$ cat config.mk
export PLATFORM = sky130hd
export DESIGN_NAME = joint_position_limit_guard_unit
export DESIGN_NICKNAME = d
export VERILOG_FILES = /design/src/hdl/jplg_pkg.sv /design/src/hdl/jplg_lane.sv /design/src/hdl/jplg_merge.sv /design/src/hdl/joint_position_limit_guard_unit.sv
export SDC_FILE = /design/constraint.sdc
export NUM_CORES = 1
export LEC_CHECK = 0
export BUFFER_PORTS_ARGS = -buffer_cell sky130_fd_sc_hd__buf_2
export CELL_PAD_IN_SITES_DETAIL_PLACEMENT = 0
export CELL_PAD_IN_SITES_GLOBAL_PLACEMENT = 1
export CORE_UTILIZATION = 30
export DETAILED_ROUTE_END_ITERATION = 10
export MAX_ROUTING_LAYER = met4
export PLACE_DENSITY_LB_ADDON = 0.1
export SLEW_MARGIN = 25
export SYNTH_ARGS = -nofsm -noshare
export SYNTH_HDL_FRONTEND = slang
export SYNTH_SLANG_ARGS = --single-unit
$ cat constraint.sdc
create_clock -name clk -period 19.25 [get_ports clk]
set_clock_uncertainty 0.05 [all_clocks]
set_input_delay 1.925 -clock clk [delete_from_list [all_inputs] [get_ports clk]]
set_output_delay 1.925 -clock clk [all_outputs]
set_load 0.01 [all_outputs]
$ cat src/hdl/jplg_pkg.sv
// Shared types and constants of the joint position limit guard.
package jplg_pkg;

  localparam int MAX_AXES = 4;
  localparam int FIELD_WIDTH = 16;
  localparam int CFG_WIDTH = 64;
  localparam int ENABLE_WIDTH = 8;
  localparam int CFG_INDEX_WIDTH = 2;

  localparam int DEFAULT_AXES = 4;
  localparam int DEFAULT_POS_WIDTH = 16;

  typedef enum logic [CFG_INDEX_WIDTH-1:0] {
    REG_LOWER_BOUNDS  = 2'd0,
    REG_UPPER_BOUNDS  = 2'd1,
    REG_STEP_BOUNDS   = 2'd2,
    REG_CHECK_ENABLES = 2'd3
  } cfg_reg_t;

  typedef struct packed {
    logic fault;
    logic below;
    logic above;
    logic jump;
  } lane_flags_t;

endpackage

$ cat src/hdl/jplg_lane.sv
// Per-axis check lane: bound compare, step compare and reference position register.
module jplg_lane #(
  parameter int POS_WIDTH = jplg_pkg::DEFAULT_POS_WIDTH
) (
  input  logic                               clk,
  input  logic [jplg_pkg::FIELD_WIDTH-1:0]   pos_raw,
  input  logic                               nonfinite,
  input  logic [jplg_pkg::FIELD_WIDTH-1:0]   lower,
  input  logic [jplg_pkg::FIELD_WIDTH-1:0]   upper,
  input  logic [jplg_pkg::FIELD_WIDTH-1:0]   step,
  input  logic                               bound_en,
  input  logic                               step_en,
  input  logic                               ref_valid,
  input  logic                               update,
  output jplg_pkg::lane_flags_t              flags,
  output logic [jplg_pkg::FIELD_WIDTH-1:0]   pos_out
);
  import jplg_pkg::*;

  logic signed [POS_WIDTH-1:0] pos;
  logic signed [POS_WIDTH-1:0] lo;
  logic signed [POS_WIDTH-1:0] hi;
  logic signed [POS_WIDTH-1:0] ref_pos;
  logic signed [POS_WIDTH:0]   diff;
  logic [POS_WIDTH:0]          mag;
  logic [FIELD_WIDTH:0]        mag_ext;
  logic                        is_below;

  assign pos = $signed(pos_raw[POS_WIDTH-1:0]);
  assign lo  = $signed(lower[POS_WIDTH-1:0]);
  assign hi  = $signed(upper[POS_WIDTH-1:0]);

  assign diff    = (POS_WIDTH+1)'(pos) - (POS_WIDTH+1)'(ref_pos);
  assign mag     = diff[POS_WIDTH] ? (POS_WIDTH+1)'(-diff) : diff;
  assign mag_ext = (FIELD_WIDTH+1)'(mag);

  assign is_below    = pos < lo;
  assign flags.fault = nonfinite;
  assign flags.below = bound_en && !nonfinite && is_below;
  assign flags.above = bound_en && !nonfinite && !is_below && (pos > hi);
  assign flags.jump  = step_en && ref_valid && !nonfinite && (mag_ext > {1'b0, step});
  assign pos_out     = FIELD_WIDTH'(pos);

  always_ff @(posedge clk) begin
    if (update) begin
      ref_pos <= pos;
    end
  end

endmodule

$ cat src/hdl/jplg_merge.sv
// Merging stage: combines lane flags, keeps the guard state and registers the result.
module jplg_merge (
  input  logic                                                 clk,
  input  logic                                                 rst,
  input  logic                                                 in_fire,
  input  jplg_pkg::lane_flags_t [jplg_pkg::MAX_AXES-1:0]       flags,
  input  logic [jplg_pkg::MAX_AXES-1:0][jplg_pkg::FIELD_WIDTH-1:0] pos,
  input  logic                                                 out_ready,
  output logic                                                 out_valid,
  output logic                                                 update,
  output logic                                                 ref_valid,
  output logic                                                 accepted,
  output logic [jplg_pkg::MAX_AXES-1:0][jplg_pkg::FIELD_WIDTH-1:0] passed,
  output logic [jplg_pkg::MAX_AXES-1:0]                        below_mask,
  output logic [jplg_pkg::MAX_AXES-1:0]                        above_mask,
  output logic [jplg_pkg::MAX_AXES-1:0]                        jump_mask,
  output logic                                                 recovered
);
  import jplg_pkg::*;

  logic [MAX_AXES-1:0] fault_bits;
  logic [MAX_AXES-1:0] below_bits;
  logic [MAX_AXES-1:0] above_bits;
  logic [MAX_AXES-1:0] jump_bits;
  logic                ok;
  logic                previous_ok;

  always_comb begin
    for (int k = 0; k < MAX_AXES; k++) begin
      fault_bits[k] = flags[k].fault;
      below_bits[k] = flags[k].below;
      above_bits[k] = flags[k].above;
      jump_bits[k]  = flags[k].jump;
    end
  end

  assign ok     = !(|fault_bits || |below_bits || |above_bits || |jump_bits);
  assign update = in_fire && ok;

  always_ff @(posedge clk) begin
    if (rst) begin
      out_valid   <= 1'b0;
      ref_valid   <= 1'b0;
      previous_ok <= 1'b1;
    end else begin
      out_valid <= in_fire || (out_valid && !out_ready);
      if (in_fire) begin
        previous_ok <= ok;
        if (ok) begin
          ref_valid <= 1'b1;
        end
      end
    end
  end

  always_ff @(posedge clk) begin
    if (in_fire) begin
      accepted   <= ok;
      passed     <= ok ? pos : '0;
      below_mask <= below_bits;
      above_mask <= above_bits;
      jump_mask  <= jump_bits;
      recovered  <= ok && !previous_ok;
    end
  end

  a_accept_clean: assert property (@(posedge clk) disable iff (rst)
    out_valid && accepted |-> below_mask == '0 && above_mask == '0 && jump_mask == '0)
    else $error("Accepted result carries fault flags.");

  a_reject_zero: assert property (@(posedge clk) disable iff (rst)
    out_valid && !accepted |-> passed == '0 && !recovered)
    else $error("Rejected result forwards positions or recovery.");

  a_ref_set: assert property (@(posedge clk) disable iff (rst)
    update |=> ref_valid)
    else $error("Reference not marked valid after an accepted vector.");

  a_ref_hold: assert property (@(posedge clk) disable iff (rst)
    !update |=> $stable(ref_valid))
    else $error("Reference validity changed without an accepted vector.");

  a_hold_result: assert property (@(posedge clk) disable iff (rst)
    out_valid && !out_ready && !in_fire |=> out_valid && $stable(accepted))
    else $error("Stalled result lost.");

endmodule

$ cat src/hdl/joint_position_limit_guard_unit.sv
// Top level of the joint position limit guard: configuration registers, lanes and merge.
// Latency: the result of an input transfer is valid on the cycle after that transfer.
// Throughput: one vector per cycle while the result side is ready; all axis lanes compare in parallel and
// the merge stage output register holds the result until its transfer.
// Reset clears the configuration registers, the reference-valid flag and the output
// valid, and sets the previous-ok flag; reference positions are written before use.
module joint_position_limit_guard_unit #(
  parameter int AXES      = jplg_pkg::DEFAULT_AXES,
  parameter int POS_WIDTH = jplg_pkg::DEFAULT_POS_WIDTH
) (
  input  logic                                 clk,
  input  logic                                 rst,
  input  logic                                 cfg_we,
  input  logic [jplg_pkg::CFG_INDEX_WIDTH-1:0] cfg_index,
  input  logic [jplg_pkg::CFG_WIDTH-1:0]       cfg_data,
  input  logic                                 in_valid,
  output logic                                 in_ready,
  input  logic signed [jplg_pkg::FIELD_WIDTH-1:0] position_a,
  input  logic signed [jplg_pkg::FIELD_WIDTH-1:0] position_b,
  input  logic signed [jplg_pkg::FIELD_WIDTH-1:0] position_c,
  input  logic signed [jplg_pkg::FIELD_WIDTH-1:0] position_d,
  input  logic [jplg_pkg::MAX_AXES-1:0]        nonfinite_mask,
  output logic                                 out_valid,
  input  logic                                 out_ready,
  output logic                                 accepted,
  output logic signed [jplg_pkg::FIELD_WIDTH-1:0] passed_a,
  output logic signed [jplg_pkg::FIELD_WIDTH-1:0] passed_b,
  output logic signed [jplg_pkg::FIELD_WIDTH-1:0] passed_c,
  output logic signed [jplg_pkg::FIELD_WIDTH-1:0] passed_d,
  output logic [jplg_pkg::MAX_AXES-1:0]        below_mask,
  output logic [jplg_pkg::MAX_AXES-1:0]        above_mask,
  output logic [jplg_pkg::MAX_AXES-1:0]        jump_mask,
  output logic                                 recovered
);
  import jplg_pkg::*;

  logic [CFG_WIDTH-1:0]    lower_bounds;
  logic [CFG_WIDTH-1:0]    upper_bounds;
  logic [CFG_WIDTH-1:0]    step_bounds;
  logic [ENABLE_WIDTH-1:0] check_enables;

  logic                                      in_fire;
  logic                                      update;
  logic                                      ref_valid;
  logic [MAX_AXES-1:0][FIELD_WIDTH-1:0]      pos_in;
  logic [MAX_AXES-1:0][FIELD_WIDTH-1:0]      pos_lane;
  lane_flags_t [MAX_AXES-1:0]                flags;
  logic [MAX_AXES-1:0][FIELD_WIDTH-1:0]      passed;

  always_ff @(posedge clk) begin
    if (rst) begin
      lower_bounds  <= '0;
      upper_bounds  <= '0;
      step_bounds   <= '0;
      check_enables <= '0;
    end else if (cfg_we) begin
      unique case (cfg_reg_t'(cfg_index))
        REG_LOWER_BOUNDS:  lower_bounds  <= cfg_data;
        REG_UPPER_BOUNDS:  upper_bounds  <= cfg_data;
        REG_STEP_BOUNDS:   step_bounds   <= cfg_data;
        REG_CHECK_ENABLES: check_enables <= cfg_data[ENABLE_WIDTH-1:0];
        default: ;
      endcase
    end
  end

  assign in_ready = !out_valid || out_ready;
  assign in_fire  = in_valid && in_ready;

  assign pos_in[0] = position_a;
  assign pos_in[1] = position_b;
  assign pos_in[2] = position_c;
  assign pos_in[3] = position_d;

  for (genvar k = 0; k < MAX_AXES; k++) begin : g_lane
    if (k < AXES) begin : g_active
      jplg_lane #(
        .POS_WIDTH(POS_WIDTH)
      ) u_lane (
        .clk      (clk),
        .pos_raw  (pos_in[k]),
        .nonfinite(nonfinite_mask[k]),
        .lower    (lower_bounds[FIELD_WIDTH*k +: FIELD_WIDTH]),
        .upper    (upper_bounds[FIELD_WIDTH*k +: FIELD_WIDTH]),
        .step     (step_bounds[FIELD_WIDTH*k +: FIELD_WIDTH]),
        .bound_en (check_enables[k]),
        .step_en  (check_enables[MAX_AXES + k]),
        .ref_valid(ref_valid),
        .update   (update),
        .flags    (flags[k]),
        .pos_out  (pos_lane[k])
      );
    end else begin : g_unused
      assign flags[k]    = '0;
      assign pos_lane[k] = '0;
    end
  end

  jplg_merge u_merge (
    .clk       (clk),
    .rst       (rst),
    .in_fire   (in_fire),
    .flags     (flags),
    .pos       (pos_lane),
    .out_ready (out_ready),
    .out_valid (out_valid),
    .update    (update),
    .ref_valid (ref_valid),
    .accepted  (accepted),
    .passed    (passed),
    .below_mask(below_mask),
    .above_mask(above_mask),
    .jump_mask (jump_mask),
    .recovered (recovered)
  );

  assign passed_a = passed[0];
  assign passed_b = passed[1];
  assign passed_c = passed[2];
  assign passed_d = passed[3];

endmodule

==> flow_metrics.env, run 1 <==
export IMPL_outcome="finished, violations left"
export IMPL_violations="DRC"
export IMPL_cp_start_kind="primary input"
export IMPL_synth_area_per_cell_um2=8.54
export IMPL_worstPathCellList="buf_2 -> inv_1 -> ha_1 -> fa_1 -> nand2b_1 -> a211oi_1 -> o211ai_1 -> a21boi_0 -> o211ai_1 -> nor4b_1 -> nand3b_1 -> nand2_1 -> xnor2_1 -> ha_1 -> nand4_1 -> or4_1 -> a21oi_1 -> a41o_1 -> nand4b_4 -> buf_4 -> nor3_2"
export IMPL_power_internal_mw=1.42
export IMPL_rr_endpoint="u_merge.passed[56]$_SDFFCE_PP0P_"
export IMPL_yosys_warnings=0
export IMPL_core_um2=73200
export IMPL_ys_types=86
export IMPL_ys_flop_type="dfxtp_1"
export IMPL_viasPerCell=4.93
export IMPL_fmax_mhz=121
export IMPL_path_clk_slew_ns=0.06
export IMPL_dp_hpwl_um=54500
export IMPL_synth_most_common_cell="nand2_1"
export IMPL_port_buffers=218
export IMPL_rows=99
export IMPL_finalCritPeriodShare_pct=43.1
export IMPL_syn_to_final_growth_pct=15.5
export IMPL_grt_pass1_wl_um=111000
export IMPL_die_w_um=274
export IMPL_arrival_ns=8.53
export IMPL_post_cts_setup_buffer_count=0
export IMPL_fp_dieArea_um2=75300
export IMPL_slowest_stage="a41o_1"
export IMPL_rr_worst_depth=19
export IMPL_synthArstFlopShare_pct=0
export IMPL_start_util_pct=30.4
export IMPL_regToRegSetupSlack_ns=12.14
export IMPL_gr_total_overflow=0
export IMPL_tns_ns=0
export IMPL_crit_path_max_incr_delay_ns=0.77
export IMPL_criticalPathCategory="in -> reg"
export IMPL_cp_max_fo=29
export IMPL_htreeDepth=2
export IMPL_synth_cells=2608
export IMPL_netlist_top_cells_area="edfxtp_1, dfxtp_1, ha_1"
export IMPL_synthesis_area_um2=22300
export IMPL_grt_max_degree=98
export IMPL_relSlewSlack_pct=32.0
export IMPL_nFillCells=7585
export IMPL_comb_power_share_pct=18.4
export IMPL_ir_drop_uv=53.2
export IMPL_synth_edf_count=142
export IMPL_grt_setup_unrepaired="false"
export IMPL_cts_hold_buf=0
export IMPL_worstMarginPinSlew_ns=1.02
export IMPL_final_antenna_net_count=0
export IMPL_p_leak_nw=10.4
export IMPL_switching_share_pct=29.2
export IMPL_layout_drive_gt1_share_pct=13.9
export IMPL_yosysSeqAreaShare_pct=37.4
export IMPL_track_usage_pct=19.9
export IMPL_clkPwrFrac_pct=41.7
export IMPL_synth_common_cells="nand2_1, inv_1, a21oi_1"
export IMPL_clock_sinks=345
export IMPL_synth_top_area_share_pct=19.1
export IMPL_post_cts_resized=0
export IMPL_seqPwrFrac_pct=40.0
export IMPL_cts_path_max_buffers=3
export IMPL_drt_iter0_drc=1061
export IMPL_cap_violations=0
export IMPL_cts_root_buf="clkbuf_16"
export IMPL_netlist_top_cell_by_area="edfxtp_1"
export IMPL_first_global_vias=18500
export IMPL_fin_cells=3788
export IMPL_powerDensity_nw_per_um2=77.7
export IMPL_cts_tree="built"
export IMPL_num_vias=18700
export IMPL_hold_viol=0
export IMPL_gp_congestion=0.823
export IMPL_fin_nets=3191
export IMPL_period_needed_ns=8.30
export IMPL_cp_required_ns=19.48
export IMPL_setup_viol=0
export IMPL_reg2reg_from="g_lane[1].g_active.u_lane.ref_pos[0]$_DFFE_PP_"
export IMPL_syn_num_nets=3007
export IMPL_hold_end="upper_bounds[25]$_SDFFE_PP0P_"
export IMPL_ios=219
export IMPL_power_mw=2.00
export IMPL_switchingPower_mw=0.582
export IMPL_worstHoldPathType="reg -> reg"
export IMPL_hold_start="upper_bounds[25]$_SDFFE_PP0P_"
export IMPL_postRouteWirelength_um=73200
export IMPL_clk_latency_ns=0.59
export IMPL_holdPathStages=2
export IMPL_die_h_um=274
export IMPL_wl_per_cell_um=19.3
export IMPL_ys_seq_elements=345
export IMPL_place_inst=3705
export IMPL_antenna_found_initial=2
export IMPL_endpoint_kind="flop"
export IMPL_dr_pass1_iters=8
export IMPL_report_final_slew_viol_count=0
export IMPL_route_detailed_drc=18
export IMPL_cts_buffers=44
## kinds of logic (layout without fill, tap and decap cells)
| group | count (synthesis) | after routing | share of synthesized area [%] |
|---|---|---|---|
| adder cells (fa/ha/maj) | 260 | 260 | 14.7 |
| flip-flops | 345 | 345 | 37.4 |
| AO/OA/AOI/OAI | 578 | 578 | 16.0 |
| AND/OR/NAND/NOR | 888 | 888 | 19.9 |
| other | 0 | 1 | 0 |
| buffers and inverters | 423 | 643 | 7.45 |
| XOR/XNOR | 101 | 101 | 3.97 |
| multiplexers | 13 | 13 | 0.584 |
## flip-flops by register name, indices dropped and copies added (netlist names)
register / flops
u_merge.out_valid: 1
u_merge.previous_ok: 1
u_merge.jump_mask: 4
u_merge.recovered: 1
g_lane.g_active.u_lane.ref_pos: 64
u_merge.accepted: 1
u_merge.ref_valid: 1
u_merge.above_mask: 4
u_merge.below_mask: 4
lower_bounds: 64
check_enables: 8
step_bounds: 64
upper_bounds: 64
u_merge.passed: 64
## how the worst max path moves through the flow
stage | startpoint | endpoint | slack (ns) | depth (start not counted)
floorplan | position_c[0] | g_lane[0].g_active.u_lane.ref_pos[0]$_DFFE_PP_ | 8.92 | 22
global placement | position_b[0] | u_merge.accepted$_DFFE_PP_ | 10.63 | 21
detailed placement | position_b[0] | u_merge.passed[56]$_SDFFCE_PP0P_ | 10.35 | 21
CTS | position_b[0] | u_merge.passed[56]$_SDFFCE_PP0P_ | 10.95 | 21
global route | position_b[0] | u_merge.passed[56]$_SDFFCE_PP0P_ | 10.44 | 21
finish | position_b[0] | u_merge.passed[56]$_SDFFCE_PP0P_ | 10.95 | 21
## layout make-up
type,count,area (um2),share of cell area (%)
Timing Repair Buffer,236,1250,4.87
Tap cell,959,1200,4.67
Sequential cell,345,8330,32.4
Clock buffer,63,1200,4.68
Multi-Input combinational cell,1840,12300,47.9
Inverter,325,1220,4.75
Clock inverter,19,196,0.764
Antenna cell,1,2.50,0.00973
## metrics by stage
stage	hold slack, ns	instance area, um2	setup WS (ns)	util (%)
floorplan	0.386	22300	8.92	-
global placement	0.392	24300	10.63	33.2
detailed placement	0.396	24300	10.35	33.2
CTS	0.404	25700	10.95	35.1
global route	0.417	25700	10.44	35.1
finish	0.401	25700	10.95	35.1
## layer usage
layer / GRT usage, % / share of wire, % / vias to the layer above / routed length [um]
met5: - / 0 / - / 0
met4: 5.70 / 2.5 / 0 / 1820
met3: 2.44 / 3.6 / 91 / 2640
met2: 31.1 / 45 / 320 / 32600
met1: 27.0 / 49 / 8913 / 36100
li1: - / - / 9366 / -
## worst max-delay path: cells and delay by family
kind / cells / cell delay, ns
compound gates: 6 / 2.19
buf+inv: 3 / 0.80
simple gates: 8 / 2.53
xor+xnor: 1 / 0.08
fa+ha+maj: 3 / 0.93
## power groups by stage
stage	combinational [mW]	sequential [mW]	clock [mW]
3_5_place_dp	0.370	0.814	0
3_3_place_gp	0.366	0.814	0
5_1_grt	0.417	0.801	0.889
6_report	0.367	0.798	0.833
2_1_floorplan	0.239	0.815	0
4_1_cts	0.372	0.798	0.864
## cell usage in the layout, fill, tap and decap left out, types with 30 or more instances in the layout
| cell type | n |
|---|---|
| inv_1 | 324 |
| clkbuf_16 | 45 |
| buf_2 | 217 |
| nor2_1 | 105 |
| nand3_1 | 33 |
| a21o_1 | 43 |
| xnor2_1 | 61 |
| nand2_1 | 475 |
| nor2b_1 | 30 |
| ha_1 | 256 |
| edfxtp_1 | 142 |
| a21oi_1 | 309 |
| o21ai_0 | 63 |
| dfxtp_1 | 203 |
| nor3_2 | 50 |
| nand4_1 | 31 |
| xor2_1 | 40 |
Note: power is estimated with default switching activity, not from simulation.
==> run 2, diff against run 1 <==
==> constraint.sdc (replaced) <==
create_clock -name clk -period 8.6 [get_ports clk]
set_clock_uncertainty 0.05 [all_clocks]
set_input_delay 0.86 -clock clk [delete_from_list [all_inputs] [get_ports clk]]
set_output_delay 0.86 -clock clk [all_outputs]
set_load 0.01 [all_outputs]
==> flow_metrics.env, run 2 (synthesized netlist as in run 1, its figures left out) <==
export IMPL_cp_start_kind="primary input"
export IMPL_cts_path_max_buffers=3
export IMPL_place_inst=3707
export IMPL_cp_max_fo=27
export IMPL_final_antenna_net_count=0
export IMPL_dp_hpwl_um=54800
export IMPL_ir_drop_uv=126
export IMPL_post_cts_resized=0
export IMPL_antenna_found_initial=2
export IMPL_path_clk_slew_ns=0.06
export IMPL_report_final_slew_viol_count=0
export IMPL_die_w_um=274
export IMPL_cts_buffers=45
export IMPL_route_detailed_drc=36
export IMPL_dr_pass1_iters=8
export IMPL_crit_buf_inv=3
export IMPL_worstHoldPathType="reg -> reg"
export IMPL_setup_viol=0
export IMPL_nFillCells=7622
export IMPL_finalWorstSetupSlack_ns=1.87
export IMPL_syn_to_final_growth_pct=15.7
export IMPL_viasPerCell=4.91
export IMPL_slowest_stage="nand4b_4"
export IMPL_cp_top_family="compound AO/OA/AOI/OAI gates"
export IMPL_fin_cells=3793
export IMPL_fp_dieArea_um2=75300
export IMPL_period_needed_ns=6.73
export IMPL_grt_max_degree=93
export IMPL_layout_drive_gt1_share_pct=14.3
export IMPL_tns_ns=0
export IMPL_wl_per_cell_um=19.3
export IMPL_track_usage_pct=19.9
export IMPL_post_cts_setup_buffer_count=0
export IMPL_first_global_vias=18600
export IMPL_worstPathCellList="buf_2 -> inv_1 -> ha_1 -> fa_1 -> nand2b_1 -> a211o_1 -> a31oi_1 -> o211ai_1 -> a41oi_2 -> nor2_1 -> xnor2_1 -> ha_1 -> a21o_1 -> a21o_1 -> a211oi_1 -> o21ai_0 -> a31o_2 -> a41oi_1 -> nand4b_4 -> buf_4 -> nor3_1"
export IMPL_criticalPathCategory="in -> reg"
export IMPL_hold_viol=0
export IMPL_outcome="finished, violations left"
export IMPL_rows=99
export IMPL_core_um2=73200
export IMPL_dp_slack_ns=1.25
export IMPL_ios=219
export IMPL_seq_area_um2=8330
export IMPL_drt_iter0_drc=981
export IMPL_htreeDepth=2
export IMPL_postRouteWirelength_um=73100
export IMPL_fin_nets=3194
export IMPL_start_util_pct=30.4
export IMPL_p_leak_nw=10.4
export IMPL_clk_latency_ns=0.60
export IMPL_crit_path_max_incr_delay_ns=0.77
export IMPL_mostFrequentLayoutCell="nand2_1"
export IMPL_cts_tree="built"
export IMPL_grt_pass1_wl_um=111000
export IMPL_cp_required_ns=8.96
export IMPL_powerDensity_nw_per_um2=174
export IMPL_relSlewSlack_pct=34.0
export IMPL_fmax_mhz=149
export IMPL_num_vias=18600
export IMPL_worstMarginPinSlew_ns=0.989
export IMPL_final_cell_mix="nand2_1, inv_1, a21oi_1"
export IMPL_cts_root_buf="clkbuf_16"
export IMPL_gp_congestion=0.831
export IMPL_arrival_ns=7.09
export IMPL_finalCritPeriodShare_pct=78.2
export IMPL_endpoint_kind="flop"
export IMPL_clock_sinks=345
export IMPL_grt_setup_unrepaired="false"
export IMPL_cts_hold_buf=0
export IMPL_port_buffers=218
export IMPL_gr_total_overflow=0
export IMPL_multi_input_area_um2=12300
export IMPL_die_h_um=274
export IMPL_violations="DRC"
export IMPL_cap_violations=0
[run 2: cell types whose count changed in the layout (fill, tap and decap cells not counted), sizes merged]
cell    change
clkinv      +5
clkbuf      -2
diode       +1
bufinv      -1
buf         +2
[run 2: tightest hold or removal path: stages, from the launching register on]
cell and delay [ns]:
dfxtp_1 0.30, nand2_1 0.05, a21oi_1 0.05
[run 2: report_power, final]
part | internal (mW) | switching [mW]
Clock | 1.09 | 0.790
Combinational | 0.315 | 0.503
Sequential | 1.76 | 0.0262
[run 2: final cells by class]
| type | count | area share, % |
|---|---|---|
| clock inverter | 23 | 0.845 |
| clock buffer | 61 | 4.76 |
| tap | 959 | 4.66 |
| inverter | 325 | 4.75 |
| timing repair buffer | 238 | 4.84 |
| sequential | 345 | 32.3 |
| multi-input combinational | 1840 | 47.8 |
| antenna | 2 | 0.0194 |
[run 2: stage by stage]
| step | hold WS (ns) | utilization (%) | total power, mW | cell area (um2) |
|---|---|---|---|---|
| 6_report | 0.401 | 35.2 | 4.49 | 25800 |
| 5_1_grt | 0.404 | 35.2 | 4.74 | 25800 |
| 4_1_cts | 0.401 | 35.2 | 4.56 | 25800 |
| 3_5_place_dp | 0.397 | 33.2 | 2.65 | 24300 |
| 3_3_place_gp | 0.392 | 33.2 | 2.64 | 24300 |
| 2_1_floorplan | 0.386 | - | 2.36 | 22300 |
[run 2: worst paths after layout]
kind                            slack (ns)                                           start  cells after the start                          endpoint
worst max-delay path                  1.87                                   position_d[0]                     21  u_merge.passed[31]$_SDFFCE_PP0P_
worst min-delay path                  0.40                   lower_bounds[24]$_SDFFE_PP0P_                      2     lower_bounds[24]$_SDFFE_PP0P_
worst max register to register        2.00  g_lane[3].g_active.u_lane.ref_pos[0]$_DFFE_PP_                     19  u_merge.passed[31]$_SDFFCE_PP0P_
worst min register to register        0.40                   lower_bounds[24]$_SDFFE_PP0P_                      2     lower_bounds[24]$_SDFFE_PP0P_
[run 2: metal layers]
metal / part of all wire [%] / GRT usage [%]
met2: 47 / 32.3
met4: 1.9 / 4.31
met1: 48 / 26.2
met5: 0 / -
met3: 4.1 / 2.85
